`config.mk`:
```
export PLATFORM = sky130hd
export DESIGN_NAME = joystick_axis_calibrate_scale_unit
export DESIGN_NICKNAME = d
export VERILOG_FILES = /design/src/rtl/jacs_pkg.sv /design/src/rtl/jacs_range.sv /design/src/rtl/jacs_div.sv /design/src/rtl/joystick_axis_calibrate_scale_unit.sv
export SDC_FILE = /design/constraint.sdc
export NUM_CORES = 1
export LEC_CHECK = 0
export ABC_CLOCK_PERIOD_IN_PS = 12550
export BUFFER_PORTS_ARGS = -buffer_cell sky130_fd_sc_hd__buf_2
export CAP_MARGIN = 20
export CORE_ASPECT_RATIO = 1.75
export CORE_MARGIN = 8
export CORE_UTILIZATION = 60
export CTS_BUF_LIST = sky130_fd_sc_hd__clkbuf_16
export DETAILED_ROUTE_END_ITERATION = 16
export GPL_TIMING_DRIVEN = 0
export PLACE_DENSITY = 0.84
export SLEW_MARGIN = 0
export SYNTH_ARGS = -nofsm -noshare
export SYNTH_HDL_FRONTEND = slang
export SYNTH_SLANG_ARGS = --single-unit
```
`constraint.sdc`:
```
create_clock -name clk -period 12.55 [get_ports clk]
set_clock_uncertainty 0.05 [all_clocks]
set_input_delay 0.6275 -clock clk [delete_from_list [all_inputs] [get_ports clk]]
set_output_delay 0.6275 -clock clk [all_outputs]
set_load 0.02 [all_outputs]
```
`src/rtl/jacs_pkg.sv`:
```
`timescale 1ns / 1ps
// ============================================================================
// Joystick axis calibrate/scale package
// Shared widths, reset values, register indexes and the types that pass
// between the range store, the serial divider and the top level.
// ============================================================================
package jacs_pkg;

	// Field widths fixed by the interface.
	localparam int SAMPLE_BITS    = 12;
	localparam int AXIS_BITS      = 2;
	localparam int POS_BITS       = 12;
	localparam int THRESH_BITS    = SAMPLE_BITS + 1;
	localparam int RANGE_MIN_BITS = SAMPLE_BITS + 1;
	localparam int MASK_BITS      = 4;
	localparam int CFG_INDEX_BITS = 3;
	localparam int CFG_DATA_BITS  = THRESH_BITS;

	// Default number of stored axes.
	localparam int AXIS_COUNT_DEF = 4;

	// Scaling: position = (sample - min) * 2^SCALE_SHIFT / span - FULL_SCALE.
	localparam int SCALE_SHIFT = 11;
	localparam int FULL_SCALE  = 1024;
	localparam int STEP_BITS   = $clog2(SCALE_SHIFT + 1);

	// Reset values of the registers and the per-axis range.
	localparam logic [SAMPLE_BITS-1:0]    DEAD_LOW_RESET  = 12'd1948;
	localparam logic [SAMPLE_BITS-1:0]    DEAD_HIGH_RESET = 12'd2148;
	localparam logic [THRESH_BITS-1:0]    THRESH_RESET    = 13'd2048;
	localparam logic                      CAL_RESET       = 1'b1;
	localparam logic [MASK_BITS-1:0]      INVERT_RESET    = 4'd9;
	localparam logic [RANGE_MIN_BITS-1:0] RANGE_MIN_RESET = RANGE_MIN_BITS'(1 << SAMPLE_BITS);
	localparam logic [SAMPLE_BITS-1:0]    RANGE_MAX_RESET = '0;

	// Configuration register indexes.
	typedef enum logic [CFG_INDEX_BITS-1:0] {
		REG_DEAD_LOW    = 3'd0,
		REG_DEAD_HIGH   = 3'd1,
		REG_THRESHOLD   = 3'd2,
		REG_CALIBRATE   = 3'd3,
		REG_INVERT_MASK = 3'd4
	} cfg_reg_t;

	// Sequencer states.
	typedef enum logic [2:0] {
		ST_IDLE,
		ST_UPDATE,
		ST_CLASSIFY,
		ST_DIVIDE,
		ST_FINISH
	} state_t;

	// Request to the range store: one range update and read per beat.
	typedef struct packed {
		logic                   valid;
		logic [AXIS_BITS-1:0]   axis;
		logic [SAMPLE_BITS-1:0] sample;
		logic                   calibrate;
		logic [THRESH_BITS-1:0] threshold;
	} range_req_t;

	// Status of the serial divider.
	typedef struct packed {
		logic busy;
		logic done;
	} div_stat_t;

endpackage

```
`src/rtl/jacs_range.sv`:
```
`timescale 1ns / 1ps
// ============================================================================
// Per-axis range store
// Holds the minimum and maximum seen on each axis, widens them while
// calibration is on and the span is below the threshold, and registers the
// updated range of the requested axis.
// ============================================================================
module jacs_range #(
	parameter int AXIS_COUNT = jacs_pkg::AXIS_COUNT_DEF
) (
	input  logic                                    clk,
	input  logic                                    arst_n,
	input  jacs_pkg::range_req_t                    req,
	output logic [jacs_pkg::RANGE_MIN_BITS-1:0]     lo_q,
	output logic [jacs_pkg::SAMPLE_BITS-1:0]        hi_q
);
	import jacs_pkg::*;

	localparam int IDX_BITS = (AXIS_COUNT > 1) ? $clog2(AXIS_COUNT) : 1;

	logic [RANGE_MIN_BITS-1:0] min_q [AXIS_COUNT];
	logic [SAMPLE_BITS-1:0]    max_q [AXIS_COUNT];

	logic [IDX_BITS-1:0]       idx;
	logic [RANGE_MIN_BITS-1:0] cur_min;
	logic [SAMPLE_BITS-1:0]    cur_max;
	logic signed [SAMPLE_BITS+1:0] span;
	logic                      widen;
	logic [RANGE_MIN_BITS-1:0] new_min;
	logic [SAMPLE_BITS-1:0]    new_max;

	// Span check and widening of the selected axis.
	always_comb begin
		idx     = IDX_BITS'(req.axis);
		cur_min = min_q[idx];
		cur_max = max_q[idx];
		span    = $signed({2'b00, cur_max}) - $signed({1'b0, cur_min});
		widen   = req.calibrate && (span < $signed({1'b0, req.threshold}));
		new_min = (widen && ({1'b0, req.sample} < cur_min)) ? {1'b0, req.sample} : cur_min;
		new_max = (widen && (req.sample > cur_max)) ? req.sample : cur_max;
	end

	// Range storage; cleared to an empty range at reset.
	always_ff @(posedge clk or negedge arst_n) begin
		if (!arst_n) begin
			for (int i = 0; i < AXIS_COUNT; i++) begin
				min_q[i] <= RANGE_MIN_RESET;
				max_q[i] <= RANGE_MAX_RESET;
			end
		end else if (req.valid) begin
			min_q[idx] <= new_min;
			max_q[idx] <= new_max;
		end
	end

	// Updated range of the current beat, read by the scaler.
	always_ff @(posedge clk) begin
		if (req.valid) begin
			lo_q <= new_min;
			hi_q <= new_max;
		end
	end

endmodule

```
`src/rtl/jacs_div.sv`:
```
`timescale 1ns / 1ps
// ============================================================================
// Serial scaling divider
// Computes floor(x * 2^SCALE_SHIFT / d) for x <= d, one quotient bit per
// cycle with a restoring remainder step.
// ============================================================================
module jacs_div (
	input  logic                                clk,
	input  logic                                arst_n,
	input  logic                                start,
	input  logic [jacs_pkg::SAMPLE_BITS-1:0]    x,
	input  logic [jacs_pkg::SAMPLE_BITS-1:0]    d,
	output logic [jacs_pkg::SAMPLE_BITS-1:0]    quot_q,
	output jacs_pkg::div_stat_t                 stat
);
	import jacs_pkg::*;

	logic                   busy_q;
	logic                   done_q;
	logic [STEP_BITS-1:0]   cnt_q;
	logic [SAMPLE_BITS-1:0] rem_q;
	logic [SAMPLE_BITS-1:0] d_q;

	logic                   first_ge;
	logic [SAMPLE_BITS:0]   rem2;
	logic                   ge;
	logic [SAMPLE_BITS-1:0] rem_next;

	// One restoring step: shift the remainder and try to subtract.
	always_comb begin
		first_ge = (x >= d);
		rem2     = {rem_q, 1'b0};
		ge       = (rem2 >= {1'b0, d_q});
		rem_next = ge ? SAMPLE_BITS'(rem2 - {1'b0, d_q}) : SAMPLE_BITS'(rem2);
	end

	// Step counter and handshake with the sequencer.
	always_ff @(posedge clk or negedge arst_n) begin
		if (!arst_n) begin
			busy_q <= 1'b0;
			done_q <= 1'b0;
			cnt_q  <= '0;
		end else begin
			done_q <= 1'b0;
			if (start) begin
				busy_q <= 1'b1;
				cnt_q  <= STEP_BITS'(SCALE_SHIFT);
			end else if (busy_q) begin
				cnt_q <= cnt_q - 1'b1;
				if (cnt_q == STEP_BITS'(1)) begin
					busy_q <= 1'b0;
					done_q <= 1'b1;
				end
			end
		end
	end

	// Remainder and quotient shift register; the integer bit comes first.
	always_ff @(posedge clk) begin
		if (start) begin
			quot_q <= SAMPLE_BITS'(first_ge);
			rem_q  <= first_ge ? x - d : x;
			d_q    <= d;
		end else if (busy_q) begin
			quot_q <= {quot_q[SAMPLE_BITS-2:0], ge};
			rem_q  <= rem_next;
		end
	end

	assign stat.busy = busy_q;
	assign stat.done = done_q;

endmodule

```
`src/rtl/joystick_axis_calibrate_scale_unit.sv`:
```
`timescale 1ns / 1ps
// ============================================================================
// Joystick axis calibrate/scale unit
// Tracks each axis's range from converter samples and scales a sample to a
// signed position with a central dead band and per-axis inversion.
// ============================================================================
// Usage:
//   Input channel (sample_valid / sample_stall) carries an axis number and a
//   12-bit sample; a beat moves when valid is high and stall is low.
//   Output channel (result_valid / result_stall) carries the axis number and
//   the signed position, held in an output register until taken.
//   The configuration port writes a register on any cycle with cfg_wr_en
//   high; write it only while no beat is in flight.
// Timing:
//   A beat goes through the update, classify and finish steps to the output
//   register when the result is decided directly (dead band, empty span, out
//   of range), with a divide step between classify and finish otherwise; the
//   divider sets the integer quotient bit at start and then produces one bit
//   a cycle for 11 bits. One beat is worked on at a time and the input
//   reopens the cycle after the result is registered.
// Reset:
//   Config, state and result valid reset; every axis range is emptied.
// Stall:
//   A stalled result holds; the next beat is still accepted and processed,
//   and waits in its final step until the output register frees up.
// ============================================================================
module joystick_axis_calibrate_scale_unit #(
	parameter int AXIS_COUNT = jacs_pkg::AXIS_COUNT_DEF
) (
	input  logic                                     clk,
	input  logic                                     arst_n,
	input  logic                                     sample_valid,
	output logic                                     sample_stall,
	input  logic [jacs_pkg::AXIS_BITS-1:0]           axis,
	input  logic [jacs_pkg::SAMPLE_BITS-1:0]         sample,
	output logic                                     result_valid,
	input  logic                                     result_stall,
	output logic [jacs_pkg::AXIS_BITS-1:0]           axis_out,
	output logic signed [jacs_pkg::POS_BITS-1:0]     position,
	input  logic                                     cfg_wr_en,
	input  logic [jacs_pkg::CFG_INDEX_BITS-1:0]      cfg_index,
	input  logic [jacs_pkg::CFG_DATA_BITS-1:0]       cfg_data
);
	import jacs_pkg::*;

	// Configuration registers.
	logic [SAMPLE_BITS-1:0] dead_low_q;
	logic [SAMPLE_BITS-1:0] dead_high_q;
	logic [THRESH_BITS-1:0] thresh_q;
	logic                   cal_q;
	logic [MASK_BITS-1:0]   invert_q;

	// Beat in flight.
	state_t                 state_q;
	state_t                 state_d;
	logic [AXIS_BITS-1:0]   axis_q;
	logic [SAMPLE_BITS-1:0] sample_q;
	logic                   axis_ok_q;
	logic signed [POS_BITS-1:0] base_q;

	// Output register.
	logic                   result_valid_q;
	logic [AXIS_BITS-1:0]   axis_out_q;
	logic signed [POS_BITS-1:0] position_q;

	// Submodule connections.
	range_req_t             range_req;
	logic [RANGE_MIN_BITS-1:0] lo;
	logic [SAMPLE_BITS-1:0] hi;
	logic                   div_start;
	logic [SAMPLE_BITS-1:0] div_x;
	logic [SAMPLE_BITS-1:0] div_d;
	logic [SAMPLE_BITS-1:0] quot;
	div_stat_t              div_stat;

	// Decode signals.
	logic                   accept;
	logic                   out_free;
	logic                   dead;
	logic                   no_span;
	logic                   below;
	logic                   above;
	logic                   take_div;
	logic signed [POS_BITS-1:0] direct_pos;
	logic signed [POS_BITS:0]   div_pos;
	logic signed [POS_BITS-1:0] final_pos;

	assign accept       = sample_valid && !sample_stall;
	assign sample_stall = (state_q != ST_IDLE);
	assign out_free     = !result_valid_q || !result_stall;

	// Configuration writes.
	always_ff @(posedge clk or negedge arst_n) begin
		if (!arst_n) begin
			dead_low_q  <= DEAD_LOW_RESET;
			dead_high_q <= DEAD_HIGH_RESET;
			thresh_q    <= THRESH_RESET;
			cal_q       <= CAL_RESET;
			invert_q    <= INVERT_RESET;
		end else if (cfg_wr_en) begin
			case (cfg_reg_t'(cfg_index))
				REG_DEAD_LOW:    dead_low_q  <= cfg_data[SAMPLE_BITS-1:0];
				REG_DEAD_HIGH:   dead_high_q <= cfg_data[SAMPLE_BITS-1:0];
				REG_THRESHOLD:   thresh_q    <= cfg_data[THRESH_BITS-1:0];
				REG_CALIBRATE:   cal_q       <= cfg_data[0];
				REG_INVERT_MASK: invert_q    <= cfg_data[MASK_BITS-1:0];
				default: begin
				end
			endcase
		end
	end

	// Range update request, issued in the cycle after acceptance.
	always_comb begin
		range_req.valid     = (state_q == ST_UPDATE) && axis_ok_q;
		range_req.axis      = axis_q;
		range_req.sample    = sample_q;
		range_req.calibrate = cal_q;
		range_req.threshold = thresh_q;
	end

	jacs_range #(
		.AXIS_COUNT(AXIS_COUNT)
	) u_range (
		.clk   (clk),
		.arst_n(arst_n),
		.req   (range_req),
		.lo_q  (lo),
		.hi_q  (hi)
	);

	// Classification of the sample against the dead band and the range.
	always_comb begin
		dead     = (sample_q >= dead_low_q) && (sample_q <= dead_high_q);
		no_span  = ({1'b0, hi} <= lo);
		below    = ({1'b0, sample_q} < lo);
		above    = (sample_q > hi);
		take_div = axis_ok_q && !dead && !no_span && !below && !above;
		div_x    = sample_q - lo[SAMPLE_BITS-1:0];
		div_d    = hi - lo[SAMPLE_BITS-1:0];
		if (!axis_ok_q || dead || no_span) begin
			direct_pos = '0;
		end else if (below) begin
			direct_pos = -POS_BITS'(FULL_SCALE);
		end else begin
			direct_pos = POS_BITS'(FULL_SCALE);
		end
	end

	jacs_div u_div (
		.clk   (clk),
		.arst_n(arst_n),
		.start (div_start),
		.x     (div_x),
		.d     (div_d),
		.quot_q(quot),
		.stat  (div_stat)
	);

	// The quotient never exceeds twice full scale, so no clamp is needed.
	assign div_pos   = $signed({1'b0, quot}) - $signed((POS_BITS+1)'(FULL_SCALE));
	assign final_pos = invert_q[axis_q] ? -base_q : base_q;

	// Sequencer next state.
	always_comb begin
		state_d   = state_q;
		div_start = 1'b0;
		case (state_q)
			ST_IDLE: begin
				if (sample_valid) state_d = ST_UPDATE;
			end
			ST_UPDATE: begin
				state_d = ST_CLASSIFY;
			end
			ST_CLASSIFY: begin
				if (take_div) begin
					div_start = 1'b1;
					state_d   = ST_DIVIDE;
				end else begin
					state_d = ST_FINISH;
				end
			end
			ST_DIVIDE: begin
				if (div_stat.done) state_d = ST_FINISH;
			end
			ST_FINISH: begin
				if (out_free) state_d = ST_IDLE;
			end
			default: begin
				state_d = ST_IDLE;
			end
		endcase
	end

	// Sequencer and output valid.
	always_ff @(posedge clk or negedge arst_n) begin
		if (!arst_n) begin
			state_q        <= ST_IDLE;
			result_valid_q <= 1'b0;
		end else begin
			state_q <= state_d;
			if (state_q == ST_FINISH && out_free) begin
				result_valid_q <= 1'b1;
			end else if (!result_stall) begin
				result_valid_q <= 1'b0;
			end
		end
	end

	// Beat payload and output payload.
	always_ff @(posedge clk) begin
		if (accept) begin
			axis_q    <= axis;
			sample_q  <= sample;
			axis_ok_q <= (32'(axis) < AXIS_COUNT);
		end
		if (state_q == ST_CLASSIFY) begin
			base_q <= direct_pos;
		end else if (state_q == ST_DIVIDE && div_stat.done) begin
			base_q <= POS_BITS'(div_pos);
		end
		if (state_q == ST_FINISH && out_free) begin
			axis_out_q <= axis_q;
			position_q <= final_pos;
		end
	end

	assign result_valid = result_valid_q;
	assign axis_out     = axis_out_q;
	assign position     = position_q;

	// An accepted beat always enters the range update step first.
	a_accept_update: assert property (@(posedge clk) disable iff (!arst_n)
		accept |=> (state_q == ST_UPDATE))
		else $error("accepted beat did not enter the update step");

	// A new result only appears from the final step.
	a_result_source: assert property (@(posedge clk) disable iff (!arst_n)
		$rose(result_valid_q) |-> $past(state_q == ST_FINISH))
		else $error("result appeared outside the final step");

	// The divider only finishes while the sequencer waits for it.
	a_div_done: assert property (@(posedge clk) disable iff (!arst_n)
		div_stat.done |-> (state_q == ST_DIVIDE))
		else $error("divider finished outside the divide step");

	// The divider only works while the sequencer is in the divide step.
	a_div_busy: assert property (@(posedge clk) disable iff (!arst_n)
		div_stat.busy |-> (state_q == ST_DIVIDE))
		else $error("divider busy outside the divide step");

	// Positions stay within full scale.
	a_pos_range: assert property (@(posedge clk) disable iff (!arst_n)
		result_valid_q |-> ((position_q <= $signed(POS_BITS'(FULL_SCALE)))
			&& (position_q >= -$signed(POS_BITS'(FULL_SCALE)))))
		else $error("position outside full scale");

endmodule
```
==> key figures <==
Status
  • Outcome: complete, no violations

Global route
  • Initial antenna violation count: 0
  • All-Layer GR Usage: 0.262
  • Remaining Overflow, GRT: 0
  • Largest net degree at the start of global routing: 101
  • Vias in the first global route: between 10000 and 15000
  • First-pass GRT wire length: 61800 um

Clocking
  • CTS Buf Count: 23
  • Post-CTS Setup Bufs: 0
  • Clk slew on worst S/H paths: 0.07 ns
  • Cts hold-fix bufs: 0
  • CTS tree: yes
  • CTS resizes: 0
  • Clock sink total: 253
  • CTS H-Tree Depth: 1
  • Clk buf depth: 3
  • CTS Root Cell: clkbuf_16
  • Clk_lat worst skew: 0.54 ns

Routing
  • Drt wl/cell: around 21 um
  • Drt pass-1 iters: 5
  • Routed WL: 38900 um
  • Top Layer Used: met4
  • WL met1: 12800 um
  • Routed wl met2: 20100 um
  • Drt via density: 6.19
  • Vias after detailed routing: approximately 11000
  • DRT antenna net count: 0
  • DR DRC count: 0
  • Met3 WL post-DR: 2440 um
  • Number of DRC markers after the initial detailed-route iteration: 890

Critical path
  • CP endpoint kind: flop
  • CP startpoint: axis_q[1]
  • CP Depth: 23
  • Critical register-to-register path startpoint: axis_q[1]
  • Critical Path Max Stage Delay: 0.64 ns
  • Data arrival time of the worst path: a little over 7 ns
  • CP Launch Type: flop
  • Buf/Inv on CP: 5
  • Crit-path slowest cell: clkbuf_1
  • Req. time, crit path: 12.74 ns
  • FF-to-FF setup slack: 5.51 ns
  • Worst-path cell chain: clkbuf_1, clkbuf_1, mux4_2, inv_1, ha_1, fa_1, nor2b_1, o21a_1, o21ai_0, a21oi_1, o21ai_0, a21boi_0, nor2_1, ha_1, nand4_1, a2111oi_0, nor3_1, o31ai_1, a41oi_1, o211ai_1, buf_4, mux2i_1, inv_1
  • Delay-heaviest family, CP: compound AO/OA/AOI/OAI gates
  • Reg2Reg Depth: 23
  • Critical-path maximum fanout: 10
  • Crit Path Class: flop to flop

Floorplan
  • Die Height: roughly 220 um
  • IO Pins: 51
  • Width of the die: 135 um
  • Starting density of the core: 0.605
  • Die ar.: 30100 sq um
  • # rows: 76
  • Core ar.: 24400 sq um

Cells and area
  • Fillers: 1811
  • Layout area overhead: 9.53%
  • Ant diodes: 0
  • Nets: about 1700
  • Layout cells sized above 1: 0.111

Timing
  • RSZ-0062 raised after global routing: no
  • Final Hold Viols: 0
  • Share of the clock period used by the worst path after layout: 0.561
  • Final setup viols: 0
  • Max-slew violation count: 0
  • Minimum clock period after layout: between 7 and 8 ns
  • Tightest Pin Transition: between 1 and 1.5 ns
  • TNS Setup: 0 ns
  • FMAX: approximately 0.14 GHz
  • Max-slew headroom: 0.330

Placement
  • RePlAce Congestion: 0.962
  • Port buffer count: 50
  • HPWL after DPL: 28900 um

Yosys
  • Sequential-to-total area share from yosys stat: 0.457
  • Cells after Synth: 1436
  • Count of cell types in the netlist: 62
  • YS warnings: 0
  • Ranking of synthesized cells by area: dfrtp_1 (23%), edfxtp_1 (18%), ha_1 (11%), a21oi_1 (4.7%), mux2i_1 (4.6%)
  • Synth async-reset ratio: 0.601
  • Area leader, netlist: dfrtp_1
  • Syn Std Cell Area: 14800 sq um
  • Post-synth EDFFs: 90
  • Syn nets: 1609
  • Post-synth top flop: dfrtp_1
  • Top cell type's share of synthesized area: 0.225
  • Mean Syn Cell Area: 10.3 sq um
  • Yosys reg bits: 253

Hold path
  • Min-delay worst type: input pin to async pin

Job
  • Number of max-cap violations: 0
==> final cells by class <==
class	count	area, sq um	share of cell area
Tap cell	312	390	0.0241
Timing Repair Buffer	53	299	0.0185
Buffer	45	194	0.0120
Sequential cell	253	6750	0.417
Multi-Input combinational cell	988	7290	0.450
Clock buffer	23	576	0.0355
Inverter	150	563	0.0348
Clock inverter	18	138	0.00850
==> sequential cells by signal (all words and copies together) (netlist names), 4 cells and up <==
name           cells
thresh_q          13
u_div.cnt_q        4
u_range.hi_q      12
u_div.d_q         12
dead_high_q       12
base_q            12
position          12
u_div.quot_q      12
u_range.lo_q      13
u_range.min_q     52
u_div.rem_q       12
sample_q          12
u_range.max_q     48
invert_q           4
dead_low_q        12
==> metal layers <==
metal	GRT usage	up-vias
met5	0	-
met4	0.228	0
met3	0.0435	225
met2	0.463	472
met1	0.259	5493
li1	-	5203
==> cells by family after synthesis <==
family,after synthesis,synth area share
XOR/XNOR,57,0.0338
flip-flops,253,0.457
buffers and inverters,195,0.0512
multiplexers,110,0.0971
AND/OR/NAND/NOR,369,0.115
AO/OA/AOI/OAI,314,0.127
adder cells (fa/ha/maj),138,0.119
==> cell usage in the layout (no fill, tap or decap), types with 7 or more instances in the layout <==
cell type    n
ha_1       133
edfxtp_1    90
o31ai_1      8
dfrtp_1    133
dfxtp_1     11
nor3_1      17
o21ai_0     62
mux4_2      25
nand2b_1    13
or3_1        7
nor2b_1     27
mux2i_1     68
clkbuf_1    35
xnor2_1     41
a21oi_1    138
clkbuf_16   23
xor2_1      16
inv_1      152
nor2_1     160
nand4_1     15
nand3_1     15
o211ai_1     8
mux2_2      17
o21a_1      20
buf_2       54
nand2_1     83
dfstp_2     19
o31a_1       7
a21o_1      23
==> through the flow <==
step / setup WS, ns / util / std cells / instance area (sq um) / hold slack, ns
3_3_place_gp: 5.79 / 0.631 / 1798 / 15400 / 0.432
6_report: 5.51 / 0.663 / 1842 / 16200 / 0.000243
5_1_grt: 5.05 / 0.663 / 1842 / 16200 / 0.0258
2_1_floorplan: 7.43 / - / 1436 / 14800 / 0.282
4_1_cts: 5.77 / 0.662 / 1841 / 16200 / 0.00155
3_5_place_dp: 5.75 / 0.633 / 1800 / 15500 / 0.445
==> final timing paths <==
check	to
setup / recovery	u_range.hi_q[6]
hold / removal	thresh_q[0]
setup reg to reg	u_range.hi_q[6]
hold reg to reg	dead_high_q[5]
max in group asynchronous	u_range.max_q[38]
min in group clk	sample_q[5]
==> Yosys cell counts, types with 11 or more instances <==
cell and n:
a21o_1 23, a21oi_1 138, clkbuf_1 35, dfrtp_1 133
dfstp_2 19, dfxtp_1 11, edfxtp_1 90, ha_1 133
inv_1 150, mux2_2 17, mux2i_1 68, mux4_2 25
nand2_1 83, nand2b_1 13, nand3_1 15, nand4_1 15
nor2_1 160, nor2b_1 27, nor3_1 17, o21a_1 20
o21ai_0 62, xnor2_1 41, xor2_1 16
==> worst register-to-register path, delay by kind of cell, from the launching register on <==
kind / cells / cell delay, ns
compound gates: 9 / 1.87
simple gates: 4 / 0.56
fa+ha+maj: 3 / 0.92
flops: 1 / 0.59
buf+inv: 5 / 1.85
mux: 2 / 0.90
Power is not shown: default switching activity piles up to over one toggle a cycle in this logic, so the estimate is an artifact.
